**src/rtl/msrp_pkg.sv**
```systemverilog
// types and constants of the modbus response parser
`timescale 1ns / 1ps

package msrp_pkg;

    localparam int unsigned POS_W = 4;

    localparam logic [POS_W-1:0] POS_ADDRESS    = 4'd0;
    localparam logic [POS_W-1:0] POS_FUNCTION   = 4'd1;
    localparam logic [POS_W-1:0] POS_COUNT      = 4'd2;
    localparam logic [POS_W-1:0] POS_DATA_FIRST = 4'd3;
    localparam logic [POS_W-1:0] POS_DATA_LAST  = 4'd6;
    localparam logic [POS_W-1:0] POS_CRC_LOW    = 4'd7;
    localparam logic [POS_W-1:0] POS_CRC_HIGH   = 4'd8;

    localparam logic [15:0] CRC_POLY       = 16'hA001;
    localparam logic [15:0] CRC_PRESET     = 16'hFFFF;
    localparam logic [7:0]  EXPECTED_COUNT = 8'h04;
    localparam logic [7:0]  RESET_DEVICE_ADDRESS = 8'h01;
    localparam logic [7:0]  RESET_FUNCTION_CODE  = 8'h03;

    localparam int unsigned CFG_INDEX_W = 2;

    typedef enum logic [CFG_INDEX_W-1:0] {
        REG_DEVICE_ADDRESS = 2'd0,
        REG_FUNCTION_CODE  = 2'd1
    } cfg_reg_t;

    typedef enum logic [1:0] {
        STATUS_OK     = 2'd0,
        STATUS_HEADER = 2'd1,
        STATUS_CRC    = 2'd2
    } status_t;

    typedef struct packed {
        logic [15:0] humidity;
        logic [15:0] temperature;
        status_t     status;
    } msrp_result_t;

    typedef struct packed {
        logic         last;
        msrp_result_t result;
    } msrp_engine_out_t;

    function automatic logic [15:0] crc16_update(input logic [15:0] crc_in,
                                                 input logic [7:0]  data);
        logic [15:0] crc;
        crc = crc_in ^ {8'h00, data};
        for (int k = 0; k < 8; k++)
        begin
            if (crc[0])
                crc = (crc >> 1) ^ CRC_POLY;
            else
                crc = crc >> 1;
        end
        return crc;
    endfunction

endpackage

```
**src/rtl/msrp_frame_engine.sv**
```systemverilog
// frame state: byte position, running crc, header check, payload capture
`timescale 1ns / 1ps

module msrp_frame_engine (
    input  logic                      clk,
    input  logic                      rst_n,
    input  logic                      advance,
    input  logic [7:0]                rx_byte,
    input  logic                      frame_start,
    input  logic [7:0]                device_address,
    input  logic [7:0]                function_code,
    output msrp_pkg::msrp_engine_out_t eng_out
);
    import msrp_pkg::*;

    logic [POS_W-1:0] pos_reg, pos_next;
    logic [15:0]      crc_reg, crc_next;
    logic             hok_reg, hok_next;
    logic [31:0]      pay_reg, pay_next;
    logic [7:0]       lo_reg,  lo_next;

    logic [POS_W-1:0] pos;
    logic [15:0]      crc_base;
    logic             hok;
    logic [31:0]      pay;
    logic [7:0]       lo;
    logic [15:0]      rx_crc;
    logic [15:0]      t_raw, h_raw;
    logic             last;

    always_comb
    begin
        // a start flag makes this byte the first of a fresh frame
        pos      = frame_start ? POS_ADDRESS : pos_reg;
        crc_base = frame_start ? CRC_PRESET : crc_reg;
        hok      = frame_start ? 1'b1 : hok_reg;
        pay      = frame_start ? 32'd0 : pay_reg;
        lo       = frame_start ? 8'd0 : lo_reg;

        crc_next = (pos <= POS_DATA_LAST) ? crc16_update(crc_base, rx_byte) : crc_base;
        hok_next = hok;
        pay_next = pay;
        lo_next  = lo;

        case (pos)
            POS_ADDRESS:  if (rx_byte != device_address) hok_next = 1'b0;
            POS_FUNCTION: if (rx_byte != function_code) hok_next = 1'b0;
            POS_COUNT:    if (rx_byte != EXPECTED_COUNT) hok_next = 1'b0;
            POS_CRC_LOW:  lo_next = rx_byte;
            default:
            begin
                if (pos >= POS_DATA_FIRST && pos <= POS_DATA_LAST)
                    pay_next = {pay[23:0], rx_byte};
            end
        endcase

        last   = (pos == POS_CRC_HIGH);
        rx_crc = {rx_byte, lo};

        t_raw = pay[31:16];
        h_raw = pay[15:0];

        eng_out.last                      = last;
        eng_out.result.status             = STATUS_OK;
        eng_out.result.temperature        = 16'd0;
        eng_out.result.humidity           = 16'd0;
        if (!hok)
            eng_out.result.status = STATUS_HEADER;
        else if (rx_crc != crc_base)
            eng_out.result.status = STATUS_CRC;
        else
        begin
            // times ten as shift-and-add, wraps at 16 bits
            eng_out.result.temperature = (t_raw << 3) + (t_raw << 1);
            eng_out.result.humidity    = (h_raw << 3) + (h_raw << 1);
        end

        if (last)
        begin
            pos_next = POS_ADDRESS;
            crc_next = CRC_PRESET;
            hok_next = 1'b1;
            pay_next = 32'd0;
            lo_next  = 8'd0;
        end
        else
            pos_next = pos + 4'd1;
    end

    always_ff @(posedge clk or negedge rst_n)
    begin
        if (!rst_n)
        begin
            pos_reg <= POS_ADDRESS;
            crc_reg <= CRC_PRESET;
            hok_reg <= 1'b1;
            pay_reg <= 32'd0;
            lo_reg  <= 8'd0;
        end
        else if (advance)
        begin
            pos_reg <= pos_next;
            crc_reg <= crc_next;
            hok_reg <= hok_next;
            pay_reg <= pay_next;
            lo_reg  <= lo_next;
        end
    end

endmodule

```
**src/rtl/modbus_sensor_response_parser.sv**
```systemverilog
// modbus rtu read-holding response parser, one byte per word
// a frame's last byte loads the result register when the output is free. throughput: one byte
// per cycle unless a last byte stalls; the crc update and header check fit between the
// input register and the frame state, result register parts the output side
// reset: asynchronous, active low; clears frame state, crc to preset, expected
// address to 1 and function code to 3
`timescale 1ns / 1ps

module modbus_sensor_response_parser (
    input  logic                          clk,
    input  logic                          rst_n,
    input  logic                          s_tvalid,
    output logic                          s_tready,
    input  logic [7:0]                    s_tdata,   // rx_byte [7:0]
    input  logic                          s_tuser,   // frame_start [0]
    output logic                          m_tvalid,
    input  logic                          m_tready,
    output logic [39:0]                   m_tdata,   // status [1:0], temperature [17:2], humidity [33:18]
    input  logic                          cfg_we,
    input  logic [msrp_pkg::CFG_INDEX_W-1:0] cfg_index,
    input  logic [7:0]                    cfg_wdata
);
    import msrp_pkg::*;

    logic             in_valid_reg;
    logic [7:0]       in_byte_reg;
    logic             in_start_reg;
    logic             out_valid_reg;
    msrp_result_t     out_data_reg;
    logic [7:0]       dev_addr_reg;
    logic [7:0]       func_code_reg;

    msrp_engine_out_t eng_out;
    logic             out_free;
    logic             consume;

    assign out_free = !out_valid_reg || m_tready;
    // bytes that end no frame never wait on the output side
    assign consume  = in_valid_reg && (!eng_out.last || out_free);
    assign s_tready = !in_valid_reg || consume;

    msrp_frame_engine u_engine (
        .clk            (clk),
        .rst_n          (rst_n),
        .advance        (consume),
        .rx_byte        (in_byte_reg),
        .frame_start    (in_start_reg),
        .device_address (dev_addr_reg),
        .function_code  (func_code_reg),
        .eng_out        (eng_out)
    );

    always_ff @(posedge clk or negedge rst_n)
    begin
        if (!rst_n)
        begin
            dev_addr_reg  <= RESET_DEVICE_ADDRESS;
            func_code_reg <= RESET_FUNCTION_CODE;
        end
        else if (cfg_we)
        begin
            case (cfg_index)
                REG_DEVICE_ADDRESS: dev_addr_reg  <= cfg_wdata;
                REG_FUNCTION_CODE:  func_code_reg <= cfg_wdata;
                default: ;
            endcase
        end
    end

    always_ff @(posedge clk or negedge rst_n)
    begin
        if (!rst_n)
            in_valid_reg <= 1'b0;
        else if (s_tvalid && s_tready)
            in_valid_reg <= 1'b1;
        else if (consume)
            in_valid_reg <= 1'b0;
    end

    always_ff @(posedge clk)
    begin
        if (s_tvalid && s_tready)
        begin
            in_byte_reg  <= s_tdata;
            in_start_reg <= s_tuser;
        end
    end

    always_ff @(posedge clk or negedge rst_n)
    begin
        if (!rst_n)
            out_valid_reg <= 1'b0;
        else if (consume && eng_out.last)
            out_valid_reg <= 1'b1;
        else if (m_tready)
            out_valid_reg <= 1'b0;
    end

    always_ff @(posedge clk)
    begin
        if (consume && eng_out.last)
            out_data_reg <= eng_out.result;
    end

    assign m_tvalid = out_valid_reg;
    assign m_tdata  = {6'd0, out_data_reg};

endmodule

```
**config.mk**
```make
export PLATFORM = sky130hd
export DESIGN_NAME = modbus_sensor_response_parser
export DESIGN_NICKNAME = d
export VERILOG_FILES = /design/src/rtl/msrp_pkg.sv /design/src/rtl/msrp_frame_engine.sv /design/src/rtl/modbus_sensor_response_parser.sv
export SDC_FILE = /design/constraint.sdc
export NUM_CORES = 1
export LEC_CHECK = 0
export ABC_AREA = 1
export CAP_MARGIN = 5
export CORE_MARGIN = 1.5
export CORE_UTILIZATION = 50
export DETAILED_ROUTE_END_ITERATION = 6
export DONT_BUFFER_PORTS = 1
export HOLD_SLACK_MARGIN = 0.06
export SLEW_MARGIN = 5
export SYNTH_ARGS = -nofsm -noshare
export SYNTH_HDL_FRONTEND = slang
export SYNTH_SLANG_ARGS = --single-unit
```
**constraint.sdc**
```tcl
create_clock -name clk -period 4 [get_ports clk]
set_input_delay 0.2 -clock clk [delete_from_list [all_inputs] [get_ports clk]]
set_output_delay 0.2 -clock clk [all_outputs]
set_load 0.005 [all_outputs]
```
---- After elaboration in Yosys (flattened, before gate mapping) ----
Index checks and enable logic that the tools add are counted.
storage, ports and cells
  memory bits (writable) .................. 0
  flip-flop bits (word level) ............. 122
  logic and storage cells ................. 87
  ROM bits ................................ 0
  memories kept ........................... 0
  bits in latches ......................... 0
  output and inout bits ................... 42
operators by class
  magnitude comparators ................... 2
  $add $sub $neg .......................... 3
  div/mod/pow operators ................... 0
  reduce and logical (&&, ||, !) cells .... 18
  multipliers ............................. 0
  shifts and indexed selects .............. 0
  equality and inequality tests ........... 9
  bitwise operators ....................... 10
  multiplexer cells ....................... 31
operator list
  cell                                                               count
  two-way mux 16 bit                                                 11
  two-way mux 32 bit                                                 4
  adder 16 bit                                                       2
  two-way mux 8 bit                                                  3
  NOT 2 -> 3 bit                                                     8
  inequality test 16 bit                                             1
  inequality test 8 bit                                              2
  XOR 16 x 8 -> 16 bit                                               1
  two-way mux 1 bit                                                  9
  two-way mux 4 bit                                                  2
  inequality test 8 x 3 -> 1 bit, second input constant              1
  adder 4 x 1 -> 4 bit, second input constant                        1
  == test 4 x 1 -> 1 bit, second input constant                      1
  == test 4 x 2 -> 1 bit, second input constant                      1
  == test 4 x 3 -> 1 bit, second input constant                      1
  == test 4 bit, second input constant                               1
  greater-or-equal comparator 4 x 2 -> 1 bit, second input constant  1
  less-or-equal comparator 4 x 3 -> 1 bit, second input constant     1
  logical AND 1 bit                                                  4
  zero test 4 bit                                                    1
  AND reduction 2 bit                                                2
  nonzero test 2 bit                                                 2
  OR reduction 4 bit                                                 1
  zero test 1 bit                                                    3
  other kinds (7)                                                    9

---- Longest topological paths before layout ----
Gate-level depths: netlist of run 1.
  word-level depth ........................ 20
  gate-level depth with buffers ........... 17

---- Hierarchy ----
Synthesis of run 1 repeated with hierarchy kept, for this count alone.
second synthesis, totals
  cell total of the unflattened synthesis .. 989
  area total of the unflattened synthesis .. 7,603.5 sq um
by module, submodules not included
  module                         times used  area an instance (sq um)  sequential area each (sq um)  cells an instance
  msrp_frame_engine              1           5,460.2                   1,522.7                       853
  modbus_sensor_response_parser  1           2,143.3                   1,745.4                       136

---- Worst setup path after synthesis of run 1 ----
Ideal clock, no wire load.
  path type ............................... register -> register
  start ................................... register in_start_reg
  end ..................................... register out_data_reg (netlist bit m_tdata[0]) (enable)
  library setup time ...................... 0.391 ns
  clock period less this slack ............ 2.971 ns
  required time ........................... 3.609 ns
  data arrival time ....................... 2.580 ns
  buffers on the path ..................... 4
  stages on the path, launching flop included .. 15
  path slack .............................. 1.029 ns
  cells stage by stage .................... edfxtp_1 buf_6 buf_6 buf_6 clkbuf_1 nor2_1 inv_1 ha_1 nand2_1 nor2_1 nand3_1 nand2_1 inv_1 nand2_1 inv_1
on the way
  word-level cells in the longest chain between the ends .. 6
ends and longest elaborated chain
  what                      RTL line                              RTL
  start: declaration        modbus_sensor_response_parser.sv:27   logic in_start_reg;
  start signal: assignment  modbus_sensor_response_parser.sv:85   in_start_reg <= s_tuser;
  two-way mux 4 bit (*)     msrp_frame_engine.sv:34               pos = frame_start ? POS_ADDRESS : pos_reg;
  == test 4 bit (*)         msrp_frame_engine.sv:57               last = (pos == POS_CRC_HIGH);
  zero test 1 bit           modbus_sensor_response_parser.sv:39   assign consume = in_valid_reg && (!eng_out.last || out_free);
  logical OR 1 bit          modbus_sensor_response_parser.sv:39
  logical AND 1 bit         modbus_sensor_response_parser.sv:39
  logical AND 1 bit (*)     modbus_sensor_response_parser.sv:101  if (consume && eng_out.last)
  end signal: assignment    modbus_sensor_response_parser.sv:102  out_data_reg <= eng_out.result;
  end: declaration          modbus_sensor_response_parser.sv:29   msrp_result_t out_data_reg;
Every way passes the cells marked *; elsewhere a longest branch is shown, timed or not.
A chain may end at the register's enable or synchronous reset.

---- Final worst setup path of run 1 ----
  start ................................... register in_start_reg
  end ..................................... register out_data_reg (netlist bit m_tdata[5]) (enable)
Same word-level chain as after synthesis.

==> results of run 1 <==
[power groups by stage]
stage / combinational, W / sequential [W] / clock (W)
floorplan: 0.000600 / 0.00151 / 0
global placement: 0.000703 / 0.00156 / 0
detailed placement: 0.000718 / 0.00156 / 0
CTS: 0.000757 / 0.00154 / 0.00155
global route: 0.000863 / 0.00156 / 0.00160
finish: 0.000759 / 0.00154 / 0.00154
[area by class of cell]
class | count | area, µm² | area share [%]
Multi-Input combinational cell | 623 | 3373 | 41.71
Sequential cell | 119 | 3208 | 39.67
Clock buffer | 19 | 432.9 | 5.354
Inverter | 107 | 404.1 | 4.998
Timing Repair Buffer | 29 | 287.8 | 3.559
Tap cell | 180 | 225.2 | 2.785
Clock inverter | 13 | 155.1 | 1.919
[metrics by stage]
stage          setup slack [ns]  cell area (µm²)  power [W]  std cells  hold slack [ns]
3_5_place_dp             0.8764             7271   0.002276       1037         -0.08785
2_1_floorplan             1.029             7247   0.002111        897         -0.09559
3_3_place_gp              1.062             7271   0.002261       1037         -0.08824
5_1_grt                  0.6411             8087   0.004022       1090           0.2297
6_report                 0.9001             8087   0.003835       1090           0.1831
4_1_cts                  0.8710             8087   0.003848       1090           0.1603
[per-layer routing]
metal	vias to the layer above	GRT usage, %	part of all wire (%)
met5	-	0	0
met4	0	9.555	2.3
met3	33	5.351	4.7
met2	163	41.32	47
met1	2846	32.72	46
li1	2978	-	-
[critical path, delay by kind of cell, from the launching register on]
family	cells	cell delay (ns)
and+or+nand+nor	6	0.64
buffers and inverters	5	1.49
adders and majority gates	1	0.21
DFF	1	0.44
[placed cells by master (no fill, tap or decap), drive strengths merged, types with 2 or more instances in the layout]
cell type	count
a21o	2
a21oi	52
a31oi	7
a32oi	4
buf	9
bufinv	3
clkbuf	19
clkinv	8
clkinvlp	3
conb	8
dfrtp	58
dfstp	20
dlygate4sd3	20
edfxtp	41
fa	2
ha	28
inv	106
nand2	161
nand3	28
nand4	6
nor2	122
nor3	5
nor4	5
o2111ai	4
o211ai	11
o21a	8
o21ai	86
o22ai	41
xnor2	18
xor2	19
[cell families (layout without fill, tap and decap cells)]
group,count (synthesis),count (layout),share of synthesized area (%)
and+or+nand+nor,331,331,18.99
AOI/OAI and AO/OA,217,217,17.31
buffers and inverters,155,168,9.322
DFF,119,119,44.43
xor gates and xnor gates,37,37,4.488
adders and majority gates,30,30,5.406
other,1,8,0.05193
[how the worst min path moves through the flow]
stage              from                  end  slack [ns]  cells past startpoint
2_1_floorplan     rst_n      dev_addr_reg[1]        -0.1                      0
3_3_place_gp      rst_n     func_code_reg[6]       -0.09                      0
3_5_place_dp      rst_n  u_engine.pay_reg[9]       -0.09                      0
4_1_cts        s_tvalid       in_byte_reg[4]        0.16                      2
5_1_grt        s_tvalid       in_byte_reg[7]        0.23                      2
6_report       s_tvalid         in_start_reg        0.18                      2
[what timing repair did]
item,in CTS,in global routing
endpoints found under the hold margin,105,0
setup endpoints to repair,0,0
hold buffers,21,0
==> out/summary.txt, run 1 <==
Switching share of power - 30.04%
Final setup fails - 0
Filler Cells Inserted - 1295
Maximum fanout along the worst path - 22
Clock power frac - 40.0%
CTS Buf Count - 17
Crit path cell chain - nor2_1 -> inv_1 -> ha_1 -> nand2_1 -> nor2_1 -> nand3_1 -> nand2_1 -> buf_4 -> inv_1 -> nand2_1 -> inv_1 -> buf_4
Worst-case reg-to-reg path depth - 12
GRT Util Overall - 25.16%
Max Slew Vio Count - 0
Vias in the first global route - 5913
Worst vdd rail ir drop - 0.4149 mV
Top FF cell, synth - dfrtp_1
Yosys Warn Count - 0
Logic pwr share - 19.8%
Final core area utilization - 57.81%
FF-to-FF setup slack - 0.90 ns
Vias per inst - 5.523
Starting density of the core - 51.62%
Final Hold Viols - 0
Final #Nets - 951
RSZ-0062 raised after global routing - false
Top post-synthesis cells by area - dfrtp_1 20%, edfxtp_1 17%, nand2_1 8.3%
Worst Setup SP - in_start_reg
Area grow syn2layout - 11.99%
CP Launch Type - flip-flop
P_int - 0.002683 W
Actual slew at the worst max-slew pin - 1.017 ns
Sequential Power Share - 40.2%
Fin crit share - 77.50%
Mapped Cells - 890
Most common cell in the netlist - nand2_1
First-pass GRT wire length - 29410 µm
Setup Fix Bufs, Post-CTS - 0
Post-synth top cells - 159 x nand2_1, 116 x nor2_1, 103 x inv_1
Layout cells sized above 1 - 8.681%
Die H - 123.2 µm
Area share of the largest cell type after synthesis - 20.10%
Dpl hpwl - 11840 µm
FMAX - 322.6 MHz
Outcome - finished, final reports clean
CP endpoint kind - flip-flop
N_diodes - 0
Reg2reg start - in_start_reg
Largest register FFs - 32
Max transition margin - 32.11%
Crit path to - m_tdata[5]
Final Routed Wirelength - 17790 µm
Syn Std Cell Area - 7221 µm²
Sw power - 0.001152 W
Pin count of the biggest net entering global routing - 79
Initial antenna violation count - 0
Chip width - 123.2 µm
Min-Delay Path Class - in2reg
Pleak - 3.556 nW
Die area - 15170 µm²
Synthesized flop and latch total - 119
Reg2reg end - m_tdata[5]
Clock Latency Late Sink - 0.42 ns
CTS tree - yes
Drt first pass iters - 5
Core Region - 13990 µm²
EDFF count, synth - 41
Vias post-DR - 6020
Yosys top cell by area - dfrtp_1
Port Buffer Count - 0
Clk sinks - 119
Clock Skews - 0.007600 ns
Crit-path slowest cell - inv_1
Worst-path clk slew - 0.05 ns
Final min period - 3.100 ns
Max-Cap Viols - 0
Crit Path Category - reg2reg
Initial DRC count - 509
Post-synthesis average cell area - 8.113 µm²
Wirelength per Cell - 16.32 µm
Synth unique cells - 44
Synth async-reset ratio - 65.55%
Clk buf depth - 2
CP arrival - 3.22 ns
Site row count - 43
Setup TNS Final - 0 ns
Antenna-violating nets left - 0
H-tree levels - 4
Seq/Total Area, Yosys - 44.43%
# IOs - 66
Post-CTS sizing - 0
CP required - 4.12 ns
Post-route DRC - 0
GPL Wtd Cong - 0.8954
PwrDens - 474.2 nW/µm²
Crit-path max cell delay - 0.76 ns
Global route total overflow - 0
Clock root cell - clkbuf_16
No activity file was read; power rests on OpenSTA's default activity.
==> inputs of run 2 (changes only) <==
==> constraint.sdc (replaced) <==
create_clock -name clk -period 3.2 [get_ports clk]
set_input_delay 0.16 -clock clk [delete_from_list [all_inputs] [get_ports clk]]
set_output_delay 0.16 -clock clk [all_outputs]
set_load 0.005 [all_outputs]
==> run 2 against run 1 <==
Net effect: clock-buffer cell count shrank 1; critical path type unchanged; largest cell class unchanged; utilization is essentially flat; setup slack lost 0.63 ns; combinational power is 25% higher.
==> out/summary.txt, run 2 (same netlist as run 1, synthesis figures left out) <==
Outcome - finished, final reports clean
Max Slew Vio Count - 0 (unchanged)
Clock power frac - 39.3% (-0.7 points)
Pin count of the biggest net entering global routing - 79 (unchanged)
Vias per inst - 5.589 (+1.2%)
N_diodes - 0 (unchanged)
Drt first pass iters - 5 (unchanged)
CTS tree - yes
Maximum fanout along the worst path - 32 (+45%)
Core Region - 13990 µm² (unchanged)
Commonest non-fill, non-tap cell in the layout - nand2_1
GPL Wtd Cong - 0.9075 (+1.4%)
Clock root cell - clkbuf_16
Global route total overflow - 0 (unchanged)
Final Instance Area - 8093 µm² (about the same)
Antenna-violating nets left - 0 (unchanged)
CP required - 3.48 ns (-0.64 ns)
Clock Latency Late Sink - 0.42 ns (about the same)
Die H - 123.2 µm (unchanged)
Dpl hpwl - 11320 µm (-4.4%)
Largest register FFs - 32 (unchanged)
Overall Power - 0.004718 W (+23%)
H-tree levels - 4 (unchanged)
HP Start - s_tvalid
Clock Skews - 0.007556 ns (-0.00004397 ns)
Site row count - 43 (unchanged)
Fin crit share - 91.45% (+14 points)
Starting density of the core - 51.62% (unchanged)
Final setup fails - 0 (unchanged)
Logic pwr share - 20.1% (+0.3 points)
Crit Path Category - reg2reg
Actual slew at the worst max-slew pin - 0.6542 ns (-0.3631 ns)
Layout cells sized above 1 - 8.882% (+0.20 points)
Pleak - 3.557 nW (about the same)
Sequential Power Share - 40.6% (+0.4 points)
Vias in the first global route - 5808 (-1.8%)
FMAX - 341.7 MHz (+5.9%)
Chip width - 123.2 µm (unchanged)
Worst-path clk slew - 0.06 ns (about the same)
CTS Buf Count - 17 (unchanged)
PwrDens - 583.0 nW/µm² (+23%)
Final Hold Viols - 0 (unchanged)
Worst-case reg-to-reg path depth - 11 (-1)
Post-route DRC - 0 (unchanged)
P_int - 0.003291 W (+23%)
Final Routed Wirelength - 17210 µm (-3.3%)
WHS - 0.1454 ns (-0.03767 ns)
Wirelength per Cell - 15.76 µm (-3.4%)
RSZ-0062 raised after global routing - false
Clk sinks - 119 (unchanged)
CP arrival - 3.21 ns (about the same)
CP endpoint kind - flip-flop
Switching share of power - 30.25% (+0.21 points)
Max transition margin - 56.28% (+24 points)
Clk buf depth - 2 (unchanged)
Initial DRC count - 566 (+11%)
Commonest cells after routing, fill and taps aside - 159 x nand2_1, 115 x nor2_1, 103 x inv_1, 82 x o21ai_0, 58 x dfrtp_1
Area grow syn2layout - 12.08% (about the same)
Vias post-DR - 6103 (+1.4%)
Initial antenna violation count - 0 (unchanged)
# IOs - 66 (unchanged)
GRT Util Overall - 24.40% (-0.76 points)
Die area - 15170 µm² (unchanged)
Sw power - 0.001427 W (+24%)
Port Buffer Count - 0 (unchanged)
CP Launch Type - flip-flop
Max-Cap Viols - 0 (unchanged)
Min-Delay Path Class - in2reg
Area post-placement - 7278 µm² (+0.10%)
Hold endpoint - in_byte_reg[4]
Final min period - 2.926 ns (-0.1734 ns)
Reg2reg start - in_start_reg
Worst hold path cell count - 2 (unchanged)
First-pass GRT wire length - 28600 µm (-2.7%)
Setup TNS Final - 0 ns (unchanged)
Worst vdd rail ir drop - 0.3868 mV (-6.8%)
FF-to-FF setup slack - 0.27 ns (-0.63 ns)
Reg2reg end - u_engine.pay_reg[13]
Final #Nets - 953 (+0.21%)
## run 2: cell types whose count changed in the layout (fill, tap and decap cells not counted)
cell	previous run	this run
clkinv_1	2	3
clkinv_2	5	6
nor2_2	6	5
clkinv_4	1	0
nor2_4	1	2
clkbuf_8	0	1
clkbuf_1	2	0
clkinvlp_4	3	4
buf_4	8	9
bufinv_16	3	2
dlygate4sd3_1	20	21
## run 2: how the worst max path moves through the flow
stage          cells after the start  slack, ns              endpoint          from
2_1_floorplan                     14       0.23            m_tdata[0]  in_start_reg
3_3_place_gp                      11       0.05  u_engine.pay_reg[17]  in_start_reg
3_5_place_dp                      11      -0.12  u_engine.pay_reg[19]  in_start_reg
4_1_cts                           11       0.31  u_engine.pay_reg[19]  in_start_reg
5_1_grt                           11       0.06  u_engine.pay_reg[17]  in_start_reg
6_report                          11       0.27  u_engine.pay_reg[13]  in_start_reg
## run 2: metrics by stage
stage               util [%]  setup WS [ns]  std cells
global route           57.85        0.05581       1092
global placement       52.03        0.04572       1038
CTS                    57.85         0.3134       1092
floorplan                  -         0.2288        897
finish                 57.85         0.2735       1092
detailed placement     52.03        -0.1219       1038
## run 2: cell type report
type | instances | area, µm²
fillers | 1250 | 5896
multi-input cells | 623 | 3378
flip-flops and latches | 119 | 3208
clock buffers | 18 | 439.2
inverters | 107 | 404.1
repair buffers | 31 | 305.3
well taps | 180 | 225.2
clock inverters | 14 | 132.6
## run 2: routing by layer
metal  global-route usage, %  part of all wire [%]  up-vias
li1                        -                     -     2991
met1                   32.06                    45     2871
met2                   39.65                    48      205
met3                   4.705                   4.9       36
met4                   10.06                   2.7        0
met5                       0                     0        -
## run 2: timing repair
item / 4_1_cts / 5_1_grt
setup buffers: 0 / 0
endpoints found under the hold margin: 105 / 0
gates resized for setup: 1 / 0
setup endpoints to repair: 20 / 0
hold buffers: 22 / 0
## run 2: worst max-delay path, cell delays in order (launching register included)
cell and delay, ns:
edfxtp_1 0.49, inv_4 0.20, nand2_1 0.14, inv_1 0.11, ha_1 0.18, nand3_1 0.08, nand2_1 0.09, o21ai_0 0.14
nor2_4 0.56, inv_2 0.40, o21ai_0 0.29, o22ai_1 0.09
## run 2: power groups by stage
| stage | logic [W] | registers, W | clock network [W] |
|---|---|---|---|
| after floorplan | 0.000749 | 0.00189 | 0 |
| after global placement | 0.000871 | 0.00194 | 0 |
| after detailed placement | 0.000888 | 0.00194 | 0 |
| after CTS | 0.000942 | 0.00192 | 0.00188 |
| after global routing | 0.00107 | 0.00194 | 0.00196 |
| final | 0.000947 | 0.00192 | 0.00185 |
